<file path="src/rtl/mrwq_pkg.sv">
package mrwq_pkg;

    // bank geometry
    localparam int NUM_QUEUES = 8;
    localparam int DEPTH      = 8;
    localparam int GEN_WIDTH  = 16;
    localparam int SLOTS      = NUM_QUEUES * DEPTH;

    // fixed field widths
    localparam int CMD_W     = 2;
    localparam int SEC_W     = 3;
    localparam int HANDLE_W  = 32;
    localparam int CREATOR_W = 16;
    localparam int STATUS_W  = 2;
    localparam int CFG_W     = 4;

    // derived widths
    localparam int QIDX_W = (NUM_QUEUES > 1) ? $clog2(NUM_QUEUES) : 1;
    localparam int PTR_W  = $clog2(DEPTH);
    localparam int SLOT_W = $clog2(SLOTS);
    localparam int LIM_W  = $clog2(NUM_QUEUES + 1);

    // active queue count after reset
    localparam logic [CFG_W-1:0] ACTIVE_RESET = CFG_W'(8);

    // command queue between front and back
    localparam int CQ_DEPTH = 2;
    localparam int CQ_PTR_W = (CQ_DEPTH > 1) ? $clog2(CQ_DEPTH) : 1;
    localparam int CQ_CNT_W = $clog2(CQ_DEPTH + 1);

    typedef enum logic [CMD_W-1:0] {
        CMD_ENQ    = 2'd0,
        CMD_ISSUE  = 2'd1,
        CMD_RETIRE = 2'd2,
        CMD_FLUSH  = 2'd3
    } cmd_t;

    typedef enum logic [STATUS_W-1:0] {
        ST_OK    = 2'd0,
        ST_FULL  = 2'd1,
        ST_EMPTY = 2'd2,
        ST_BAD   = 2'd3
    } status_t;

    // classification made by the front
    typedef enum logic [1:0] {
        KIND_QUEUE = 2'd0,
        KIND_FLUSH = 2'd1,
        KIND_BAD   = 2'd2
    } kind_t;

    typedef struct packed {
        kind_t                 kind;
        cmd_t                  cmd;
        logic [SEC_W-1:0]      section;
        logic [HANDLE_W-1:0]   handle;
        logic [CREATOR_W-1:0]  creator;
    } cmd_item_t;

endpackage

</file>
<file path="src/rtl/mrwq_front.sv">
module mrwq_front (
    input  logic                               clk,
    input  logic                               rst_n,
    input  logic                               cfg_we,
    input  logic [mrwq_pkg::CFG_W-1:0]         cfg_wdata,
    input  logic [mrwq_pkg::CMD_W-1:0]         cmd,
    input  logic [mrwq_pkg::SEC_W-1:0]         section,
    input  logic [mrwq_pkg::HANDLE_W-1:0]      handle,
    input  logic [mrwq_pkg::CREATOR_W-1:0]     creator,
    output mrwq_pkg::cmd_item_t                item,
    output logic [mrwq_pkg::LIM_W-1:0]         active_limit
);

    logic [mrwq_pkg::CFG_W-1:0] active_reg;
    logic [mrwq_pkg::CFG_W-1:0] active_next;
    logic                       bad_section;

    // active queue count register
    always_comb
    begin
        active_next = active_reg;
        if (cfg_we)
        begin
            active_next = cfg_wdata;
        end
    end

    always_ff @(posedge clk or negedge rst_n)
    begin
        if (!rst_n)
        begin
            active_reg <= mrwq_pkg::ACTIVE_RESET;
        end
        else
        begin
            active_reg <= active_next;
        end
    end

    // clamp to the number of queues built
    always_comb
    begin
        if (int'(active_reg) > mrwq_pkg::NUM_QUEUES)
        begin
            active_limit = mrwq_pkg::LIM_W'(mrwq_pkg::NUM_QUEUES);
        end
        else
        begin
            active_limit = mrwq_pkg::LIM_W'(active_reg);
        end
    end

    assign bad_section = int'(section) >= int'(active_limit);

    // classify the transaction
    always_comb
    begin
        item.cmd     = mrwq_pkg::cmd_t'(cmd);
        item.section = section;
        item.handle  = handle;
        item.creator = creator;
        if (item.cmd == mrwq_pkg::CMD_FLUSH)
        begin
            item.kind = mrwq_pkg::KIND_FLUSH;
        end
        else if (bad_section)
        begin
            item.kind = mrwq_pkg::KIND_BAD;
        end
        else
        begin
            item.kind = mrwq_pkg::KIND_QUEUE;
        end
    end

endmodule

</file>
<file path="config.mk">
export PLATFORM = sky130hd
export DESIGN_NAME = mrwq_front
export DESIGN_NICKNAME = d
export VERILOG_FILES = /design/src/rtl/mrwq_pkg.sv /design/src/rtl/mrwq_front.sv
export SDC_FILE = /design/constraint.sdc
export NUM_CORES = 1
export LEC_CHECK = 0
export ABC_AREA = 1
export BUFFER_PORTS_ARGS = -buffer_cell sky130_fd_sc_hd__buf_2
export CAP_MARGIN = 30
export CORE_ASPECT_RATIO = 1.1
export CORE_MARGIN = 2
export CORE_UTILIZATION = 24
export CTS_CLUSTER_SIZE = 25
export DETAILED_ROUTE_END_ITERATION = 8
export PLACE_DENSITY = 0.82
export SLEW_MARGIN = 0
export SYNTH_ARGS = -nofsm -noshare
export SYNTH_HDL_FRONTEND = slang
export SYNTH_SLANG_ARGS = --single-unit
export TNS_END_PERCENT = 5
</file>
<file path="constraint.sdc">
create_clock -name clk -period 1.25 [get_ports clk]
set_input_delay 0.0625 -clock clk [delete_from_list [all_inputs] [get_ports clk]]
set_output_delay 0.0625 -clock clk [all_outputs]
set_load 0.02 [all_outputs]
</file>
==> summary.txt <==
Synth Register Bits = 4
final setup margin = -476.1 ps
Initial Utilization = 0.2509
gr usage total = 0.07534
Clock Pin Slew Worst Setup and Hold Paths = 40 ps
Overflow after GRT = 0
CTS tree = built
routed vias = 403
WL/cell = 11.29 um
max reg flops = 4
cell taking the most area after synthesis = buf_4
width of the die = 55.15 um
Crit Path Class = reg -> out
dpl hpwl = 1040 um
drt drc = 0
crit path DAT = 1660 ps
Layout Nets = 140
worst-path fanout max = 2
Worst Path Required = 1190 ps
Hold Vio Cnt, Final = 0
number of max-slew violations in the final report = 0
vias in the first global route = 415
HP Class = in -> reg
Chip Height = 60.27 um
CTS Buffer Depth = 2
top cells by area, synth = buf_4 (58%), dfrtp_1 (11%), inv_1 (6.0%)
DRT iter0 DRCs = 3
pre-CTS setup slack = -277.0 ps
Worst Skew = 0 ps
Synth top area share = 0.5761
I/O pin cnt = 119
Final period util = 1.381
fillers = 317
setup violators final = 2
Slew headroom = 0.8914
critical path launch point type = register
die area = 3324 sq um
fmax = 579.3 MHz
CTS Sinks = 4
ANT cells = 0
Yosys cell types = 14
power per cell area = 966.8 nW/um^2
Root Buffer = clkbuf_4
number of I/O port buffers = 22
Ys Warns = 0
leakage power = 0.3308 nW
crit path time final = 1726 ps
core area = 2753 sq um
Synth Cell Area = 690.7 sq um
area taken by multi-input logic gates = 177.7 sq um
violated checks = negative setup slack
r2r worst-path depth = 3
clock latency on the worst-skew pair = 230 ps
initial antenna violation count = 0
Layout area overhead = -13.04%
drt via density = 3.697
worst-margin pin slew = 161.3 ps
first-pass GRT wire length = 1711 um
std cell rows = 20
DRT Wirelength = 1231 um
Placer Congestion = 0.6973
RSZ-0062 raised after global routing = yes
Max VDD drop = 0.0003221 V
ANT nets after route = 0
register area share after synthesis = 0.1467
H-Tree Depth = 1
Setup crit end kind = output pin
status = finished with violations
Syn Nets = 158
CTS Buf Count = 3
worst hold path depth = 3
Mapped Cells = 95
Storage cell area = 101.3 sq um
Max-Cap Viols = 0
Sum Neg Setup Slack = -526.1 ps
first-pass iteration count of the detailed router = 2
largest net degree at the start of global routing = 9
Mean Syn Cell Area = 7.270 sq um
share of cells above drive strength 1 = 0.5921
[synth_stat cells]
master / n
nor2_1: 4
nand2_1: 10
inv_2: 1
buf_4: 53
clkbuf_1: 1
dfstp_2: 1
nand4_2: 1
ha_1: 3
nor2_2: 1
inv_1: 11
a21oi_2: 1
nand3_1: 1
o21ai_0: 4
dfrtp_1: 3
[critical path, cell delays in order (launching register included)]
cell and delay, ps:
dfstp_2 540, inv_2 50, a21oi_4 120, nor2_4 50, inv_2 60, ha_4 200, nand2_2 50, nand2_1 40
nand2_1 50, nand3_1 60, nand2_1 70, inv_2 30, buf_6 120
[cell usage in the layout (no fill, tap or decap)]
cell           count
buf_4              7
ha_4               1
nand2_2            1
inv_2              3
dlygate4sd3_1      1
nand3_1            1
nor2_1             1
clkbuf_1           1
o21ai_0            4
nand2_1            9
nand4_2            1
inv_1              9
dfstp_2            1
ha_1               2
nor2_4             1
clkbuf_4           3
buf_2             18
a21oi_4            1
buf_6              5
nor2_2             3
dfrtp_1            3
[power breakdown]
part	switching, mW	total (mW)	leakage [nW]	internal [mW]
clock network	0.0555	0.175	0.0150	0.120
registers	0.00686	0.151	0.0469	0.144
logic	0.131	0.254	0.269	0.123
[area by class of cell]
| class | instances | area share |
|---|---|---|
| repair buffers | 31 | 0.3479 |
| well taps | 33 | 0.06875 |
| inverters | 12 | 0.07500 |
| clock buffers | 4 | 0.04375 |
| flip-flops and latches | 4 | 0.1687 |
| multi-input cells | 25 | 0.2958 |
[per-stage QoR]
stage               cells  instance area, sq um  hold slack [ps]  total power, mW    util
floorplan              95                 710.7           -233.1           0.5080       -
global placement      104                 520.5           -131.7           0.3665  0.1891
detailed placement    104                 520.5           -129.7           0.3732  0.1891
CTS                   109                 571.8            23.24           0.5784  0.2077
global route          109                 600.6            35.06           0.6299  0.2182
finish                109                 600.6            33.58           0.5807  0.2182
[logic make-up after synthesis]
family,count (synthesis),share of synthesized area
AO/OA/AOI/OAI,5,0.04167
flip-flops,4,0.1467
AND/OR/NAND/NOR,17,0.1105
adder cells (fa/ha/maj),3,0.05435
buffers and inverters,66,0.6467
[metal layers]
layer	wire, um	vias up	GRT usage
li1	-	193	-
met1	356	156	0.04985
met2	535	32	0.1122
met3	220	22	0.04500
met4	118	0	0.1150
met5	0	-	0
[what timing repair did]
item / 4_1_cts / 5_1_grt
gates resized for setup: 5 / 8
endpoints found under the hold margin: 4 / 0
pin swaps: 2 / 0
endpoints found under the setup margin: 4 / 4
hold buffers: 1 / 0
buffers inserted: 0 / 0
[worst paths after layout]
kind                       slack [ps]          start             to
max                              -480  active_reg[3]       item[54]
min                                30   cfg_wdata[2]  active_reg[2]
max reg2reg                       280  active_reg[3]  active_reg[3]
min reg2reg                       660  active_reg[3]  active_reg[3]
max in group asynchronous         880          rst_n  active_reg[3]
min in group asynchronous         170          rst_n  active_reg[1]
No activity file was read; power rests on OpenSTA's default activity.
