`config.mk`:
```
export PLATFORM = sky130hd
export DESIGN_NAME = mrwq_cmd_queue
export DESIGN_NICKNAME = d
export VERILOG_FILES = /design/src/rtl/mrwq_pkg.sv /design/src/rtl/mrwq_cmd_queue.sv
export SDC_FILE = /design/constraint.sdc
export NUM_CORES = 1
export LEC_CHECK = 0
export ABC_AREA = 1
export BUFFER_PORTS_ARGS = -buffer_cell sky130_fd_sc_hd__clkbuf_2
export CAP_MARGIN = 20
export CORE_MARGIN = 4
export CORE_UTILIZATION = 50
export CTS_BUF_LIST = sky130_fd_sc_hd__clkbuf_2 sky130_fd_sc_hd__clkbuf_4 sky130_fd_sc_hd__clkbuf_8
export CTS_CLUSTER_DIAMETER = 100
export DETAILED_ROUTE_END_ITERATION = 8
export PLACE_DENSITY_LB_ADDON = 0.12
export SETUP_SLACK_MARGIN = 0.5
export SYNTH_ARGS = -nofsm -noshare
export SYNTH_HDL_FRONTEND = slang
export SYNTH_SLANG_ARGS = --single-unit
```
`constraint.sdc`:
```
create_clock -name clk -period 8.6 [get_ports clk]
set_input_delay 1.29 -clock clk [delete_from_list [all_inputs] [get_ports clk]]
set_output_delay 1.29 -clock clk [all_outputs]
set_load 0.05 [all_outputs]
```
`src/rtl/mrwq_pkg.sv`:
```
package mrwq_pkg;

    // bank geometry
    localparam int NUM_QUEUES = 8;
    localparam int DEPTH      = 8;
    localparam int GEN_WIDTH  = 16;
    localparam int SLOTS      = NUM_QUEUES * DEPTH;

    // fixed field widths
    localparam int CMD_W     = 2;
    localparam int SEC_W     = 3;
    localparam int HANDLE_W  = 32;
    localparam int CREATOR_W = 16;
    localparam int STATUS_W  = 2;
    localparam int CFG_W     = 4;

    // derived widths
    localparam int QIDX_W = (NUM_QUEUES > 1) ? $clog2(NUM_QUEUES) : 1;
    localparam int PTR_W  = $clog2(DEPTH);
    localparam int SLOT_W = $clog2(SLOTS);
    localparam int LIM_W  = $clog2(NUM_QUEUES + 1);

    // active queue count after reset
    localparam logic [CFG_W-1:0] ACTIVE_RESET = CFG_W'(8);

    // command queue between front and back
    localparam int CQ_DEPTH = 2;
    localparam int CQ_PTR_W = (CQ_DEPTH > 1) ? $clog2(CQ_DEPTH) : 1;
    localparam int CQ_CNT_W = $clog2(CQ_DEPTH + 1);

    typedef enum logic [CMD_W-1:0] {
        CMD_ENQ    = 2'd0,
        CMD_ISSUE  = 2'd1,
        CMD_RETIRE = 2'd2,
        CMD_FLUSH  = 2'd3
    } cmd_t;

    typedef enum logic [STATUS_W-1:0] {
        ST_OK    = 2'd0,
        ST_FULL  = 2'd1,
        ST_EMPTY = 2'd2,
        ST_BAD   = 2'd3
    } status_t;

    // classification made by the front
    typedef enum logic [1:0] {
        KIND_QUEUE = 2'd0,
        KIND_FLUSH = 2'd1,
        KIND_BAD   = 2'd2
    } kind_t;

    typedef struct packed {
        kind_t                 kind;
        cmd_t                  cmd;
        logic [SEC_W-1:0]      section;
        logic [HANDLE_W-1:0]   handle;
        logic [CREATOR_W-1:0]  creator;
    } cmd_item_t;

endpackage

```
`src/rtl/mrwq_cmd_queue.sv`:
```
module mrwq_cmd_queue (
    input  logic                 clk,
    input  logic                 rst_n,
    input  logic                 push,
    input  mrwq_pkg::cmd_item_t  push_item,
    input  logic                 pop,
    output mrwq_pkg::cmd_item_t  head_item,
    output logic                 empty,
    output logic                 full
);

    mrwq_pkg::cmd_item_t               entry_reg [mrwq_pkg::CQ_DEPTH];
    logic [mrwq_pkg::CQ_PTR_W-1:0]     wr_ptr_reg;
    logic [mrwq_pkg::CQ_PTR_W-1:0]     wr_ptr_next;
    logic [mrwq_pkg::CQ_PTR_W-1:0]     rd_ptr_reg;
    logic [mrwq_pkg::CQ_PTR_W-1:0]     rd_ptr_next;
    logic [mrwq_pkg::CQ_CNT_W-1:0]     count_reg;
    logic [mrwq_pkg::CQ_CNT_W-1:0]     count_next;
    logic                              do_push;
    logic                              do_pop;

    function automatic logic [mrwq_pkg::CQ_PTR_W-1:0] bump(
        input logic [mrwq_pkg::CQ_PTR_W-1:0] p
    );
        if (int'(p) == mrwq_pkg::CQ_DEPTH - 1)
        begin
            return '0;
        end
        return p + 1'b1;
    endfunction

    assign empty     = (count_reg == '0);
    assign full      = (int'(count_reg) == mrwq_pkg::CQ_DEPTH);
    assign do_push   = push && !full;
    assign do_pop    = pop && !empty;
    assign head_item = entry_reg[rd_ptr_reg];

    // pointer and fill count update
    always_comb
    begin
        wr_ptr_next = do_push ? bump(wr_ptr_reg) : wr_ptr_reg;
        rd_ptr_next = do_pop ? bump(rd_ptr_reg) : rd_ptr_reg;
        count_next  = count_reg;
        if (do_push && !do_pop)
        begin
            count_next = count_reg + 1'b1;
        end
        else if (do_pop && !do_push)
        begin
            count_next = count_reg - 1'b1;
        end
    end

    always_ff @(posedge clk or negedge rst_n)
    begin
        if (!rst_n)
        begin
            wr_ptr_reg <= '0;
            rd_ptr_reg <= '0;
            count_reg  <= '0;
        end
        else
        begin
            wr_ptr_reg <= wr_ptr_next;
            rd_ptr_reg <= rd_ptr_next;
            count_reg  <= count_next;
        end
    end

    // entry storage
    always_ff @(posedge clk)
    begin
        if (do_push)
        begin
            entry_reg[wr_ptr_reg] <= push_item;
        end
    end

endmodule

```
==> results_dict.tcl <==
set metrics [dict create \
    drt-initial-drc-count 150 \
    die_area_um2 10090 \
    area_delta_synth_final_pct 24.63 \
    fp.dieW_um 100.4 \
    timing.rr.end "entry_reg[1][28]" \
    routed_wl_um 7784 \
    startpoint_type "register" \
    n_antenna_cell 0 \
    worst-path-stages 4 \
    synth_cell_type_count 16 \
    synth_top_family_by_area "simple AND/OR/NAND/NOR gates" \
    yosysWarnings 0 \
    setup_violations 0 \
    holdPathStages 2 \
    pre_cts_ws_ns 5.534 \
    drcViolationCount 0 \
    synthAdderAreaFrac_pct 0.2929 \
    worst_slew_pin_slew_ns 1.012 \
    yosysMostFrequentCell "nand2_1" \
    grt_overflow_total 0 \
    rsz0062_at_grt "false" \
    synth.area.mux_share_pct 0 \
    worstPathCellList "inv_2 -> nand2_1 -> nand2_1 -> clkbuf_2" \
    hold_buffers 0 \
    fin_nets 504 \
    worstPathArrival_ns 2.08 \
    path_clk_slew_ns 0.06 \
    area.sequential_um2 3405 \
    finalWorstSetupSlack_ns 5.230 \
    end_kind "output pin" \
    drv_cap 0 \
    yosys.area.top_type "edfxtp_1" \
    ios 116 \
    layout-drive-gt1-share_pct 33.70 \
    yosysTopAreaCellShare_pct 77.33 \
    worst-path-buf-inv 2 \
    cts_buffer_depth 2 \
    numCtsBuffers 17 \
    dr.pass1.iters 4 \
    crit_family "buffers and inverters" \
    route.met3.wl_um 617 \
    dp.final_hpwl_um 4986 \
    highest_layer "met4" \
    cts-root-buf "clkbuf_8" \
    synth-edff-count 110 \
    final.min_clock_period_ns 3.370 \
    syn-cell-area_um2 4272 \
    fillCellCount 656 \
    final_cell_area_um2 5324 \
    crit_type "reg2out" \
    synth_compound_area_share_pct 0.2343 \
    cts_tree "built" \
    placed_area_um2 4895 \
    final_core_util_pct 64.47 \
    fin_worst_skew_ns 0.01066 \
    crit_required_ns 7.31 \
    holdPathEnd "wr_ptr_reg" \
    antenna_found_initial 0 \
    status "finished, final reports clean" \
    grt_pass1_wl_um 12650 \
    cts.sinks 114 \
    syn_nets 379 \
    min_from "wr_ptr_reg" \
    tns_ns 0 \
    synth-main-ff-cell "edfxtp_1" \
    ys_seq_area_share_pct 79.67 \
    grt_max_degree 57 \
    m1WireLength_um 3194 \
    post_cts_buffers 0 \
    wl_per_cell_um 13.85 \
    num_rows 33 \
    synth-simple-area-share_pct 16.20 \
    largest_reg_flops 110 \
    hold_violations 0 \
    critPathMaxStageDelay_ns 0.73 \
    slew_viol_final 0 \
    routed_via_density 4.753 \
    synth-seq-cells 114 \
    worst_skew_pair.late_latency_ns 0.41 \
    r2r_start "count_reg[0]" \
    yosys-top-cells-count "nand2_1, edfxtp_1, buf_6, inv_1, dfrtp_1" \
    final.period_utilization_pct 39.19 \
    grt_pass1_vias 2703 \
    cts_resized 0 \
    gp_congestion 0.7015 \
    synthTopCellsByArea "edfxtp_1, nand2_1, dfrtp_1, buf_6, inv_1" \
    r2r_slack_ns 6.44 \
    core_area_um2 8258 \
    avgSynthCellArea_um2 13.39 \
    cp_slowest_cell "inv_2" \
    drtAntennaViolNets 0 \
    synth_cells 319 \
    start_util_pct 51.73 \
    cp_common_cell "nand2_1" \
    hp-class "reg2reg" \
    reg2reg_depth 3 \
    grt_use_total_pct 16.72 \
    max_clock_freq_mhz 296.7 \
    die_h_um 100.4 \
    cts_max_level 4 \
    multi_input_area_um2 730.7 \
    io_buffers 115 \
    slew_headroom_pct 32.44 \
    ys_async_sr_fraction_pct 3.509 \
    wl_met2_um 3869 \
    path_max_fanout 56 \
    vias 2671 \
    synthXorXnorAreaFrac_pct 0.2050 \
]
routing by layer:
layer,GRT usage [%],up-vias
li1,-,1320
met4,5.596,0
met5,0,-
met2,27.22,91
met3,6.741,12
met1,20.41,1248
final cells by class:
type / instances / share of cell area [%]
timing repair buffer: 118 / 11.23
sequential: 114 / 63.95
multi-input combinational: 185 / 13.73
clock buffer: 18 / 4.536
clock inverter: 14 / 3.525
tap: 105 / 2.468
inverter: 8 / 0.5640
logic make-up (layout without fill, tap and decap cells):
group / Yosys count / count (layout)
and+or+nand+nor: 181 / 181
DFF: 114 / 114
buffers and inverters: 20 / 158
AOI/OAI and AO/OA: 2 / 2
adders and majority gates: 1 / 1
xor gates and xnor gates: 1 / 1
tightest hold or removal path: stages, from the launching register on:
cell and delay (ns):
dfrtp_1 0.34, nand2_1 0.05, nand2_1 0.05
worst max path at each step:
stage / from / endpoint / slack, ns
final: rd_ptr_reg / head_item[36] / 5.23
after global routing: rd_ptr_reg / head_item[37] / 5.01
after CTS: rd_ptr_reg / head_item[4] / 5.17
after detailed placement: push / entry_reg[1][25] / 5.53
after global placement: push / entry_reg[1][29] / 5.55
after floorplan: push / entry_reg[1][0] / 4.43
through the flow:
stage / hold WS (ns) / cells
2_1_floorplan: 0.4490 / 319
3_3_place_gp: 0.4634 / 530
3_5_place_dp: 0.4659 / 530
4_1_cts: 0.4836 / 562
5_1_grt: 0.4967 / 562
6_report: 0.4817 / 562
cell usage in the layout, fill, tap and decap left out, types with 3 or more instances in the layout:
master,n
edfxtp_1,110
buf_4,3
bufinv_16,4
nand2_1,174
inv_1,6
clkbuf_2,115
dfrtp_1,3
clkbuf_8,17
clkinv_4,3
Power is not shown: default switching activity piles up to over one toggle a cycle in this logic, so the estimate is an artifact.
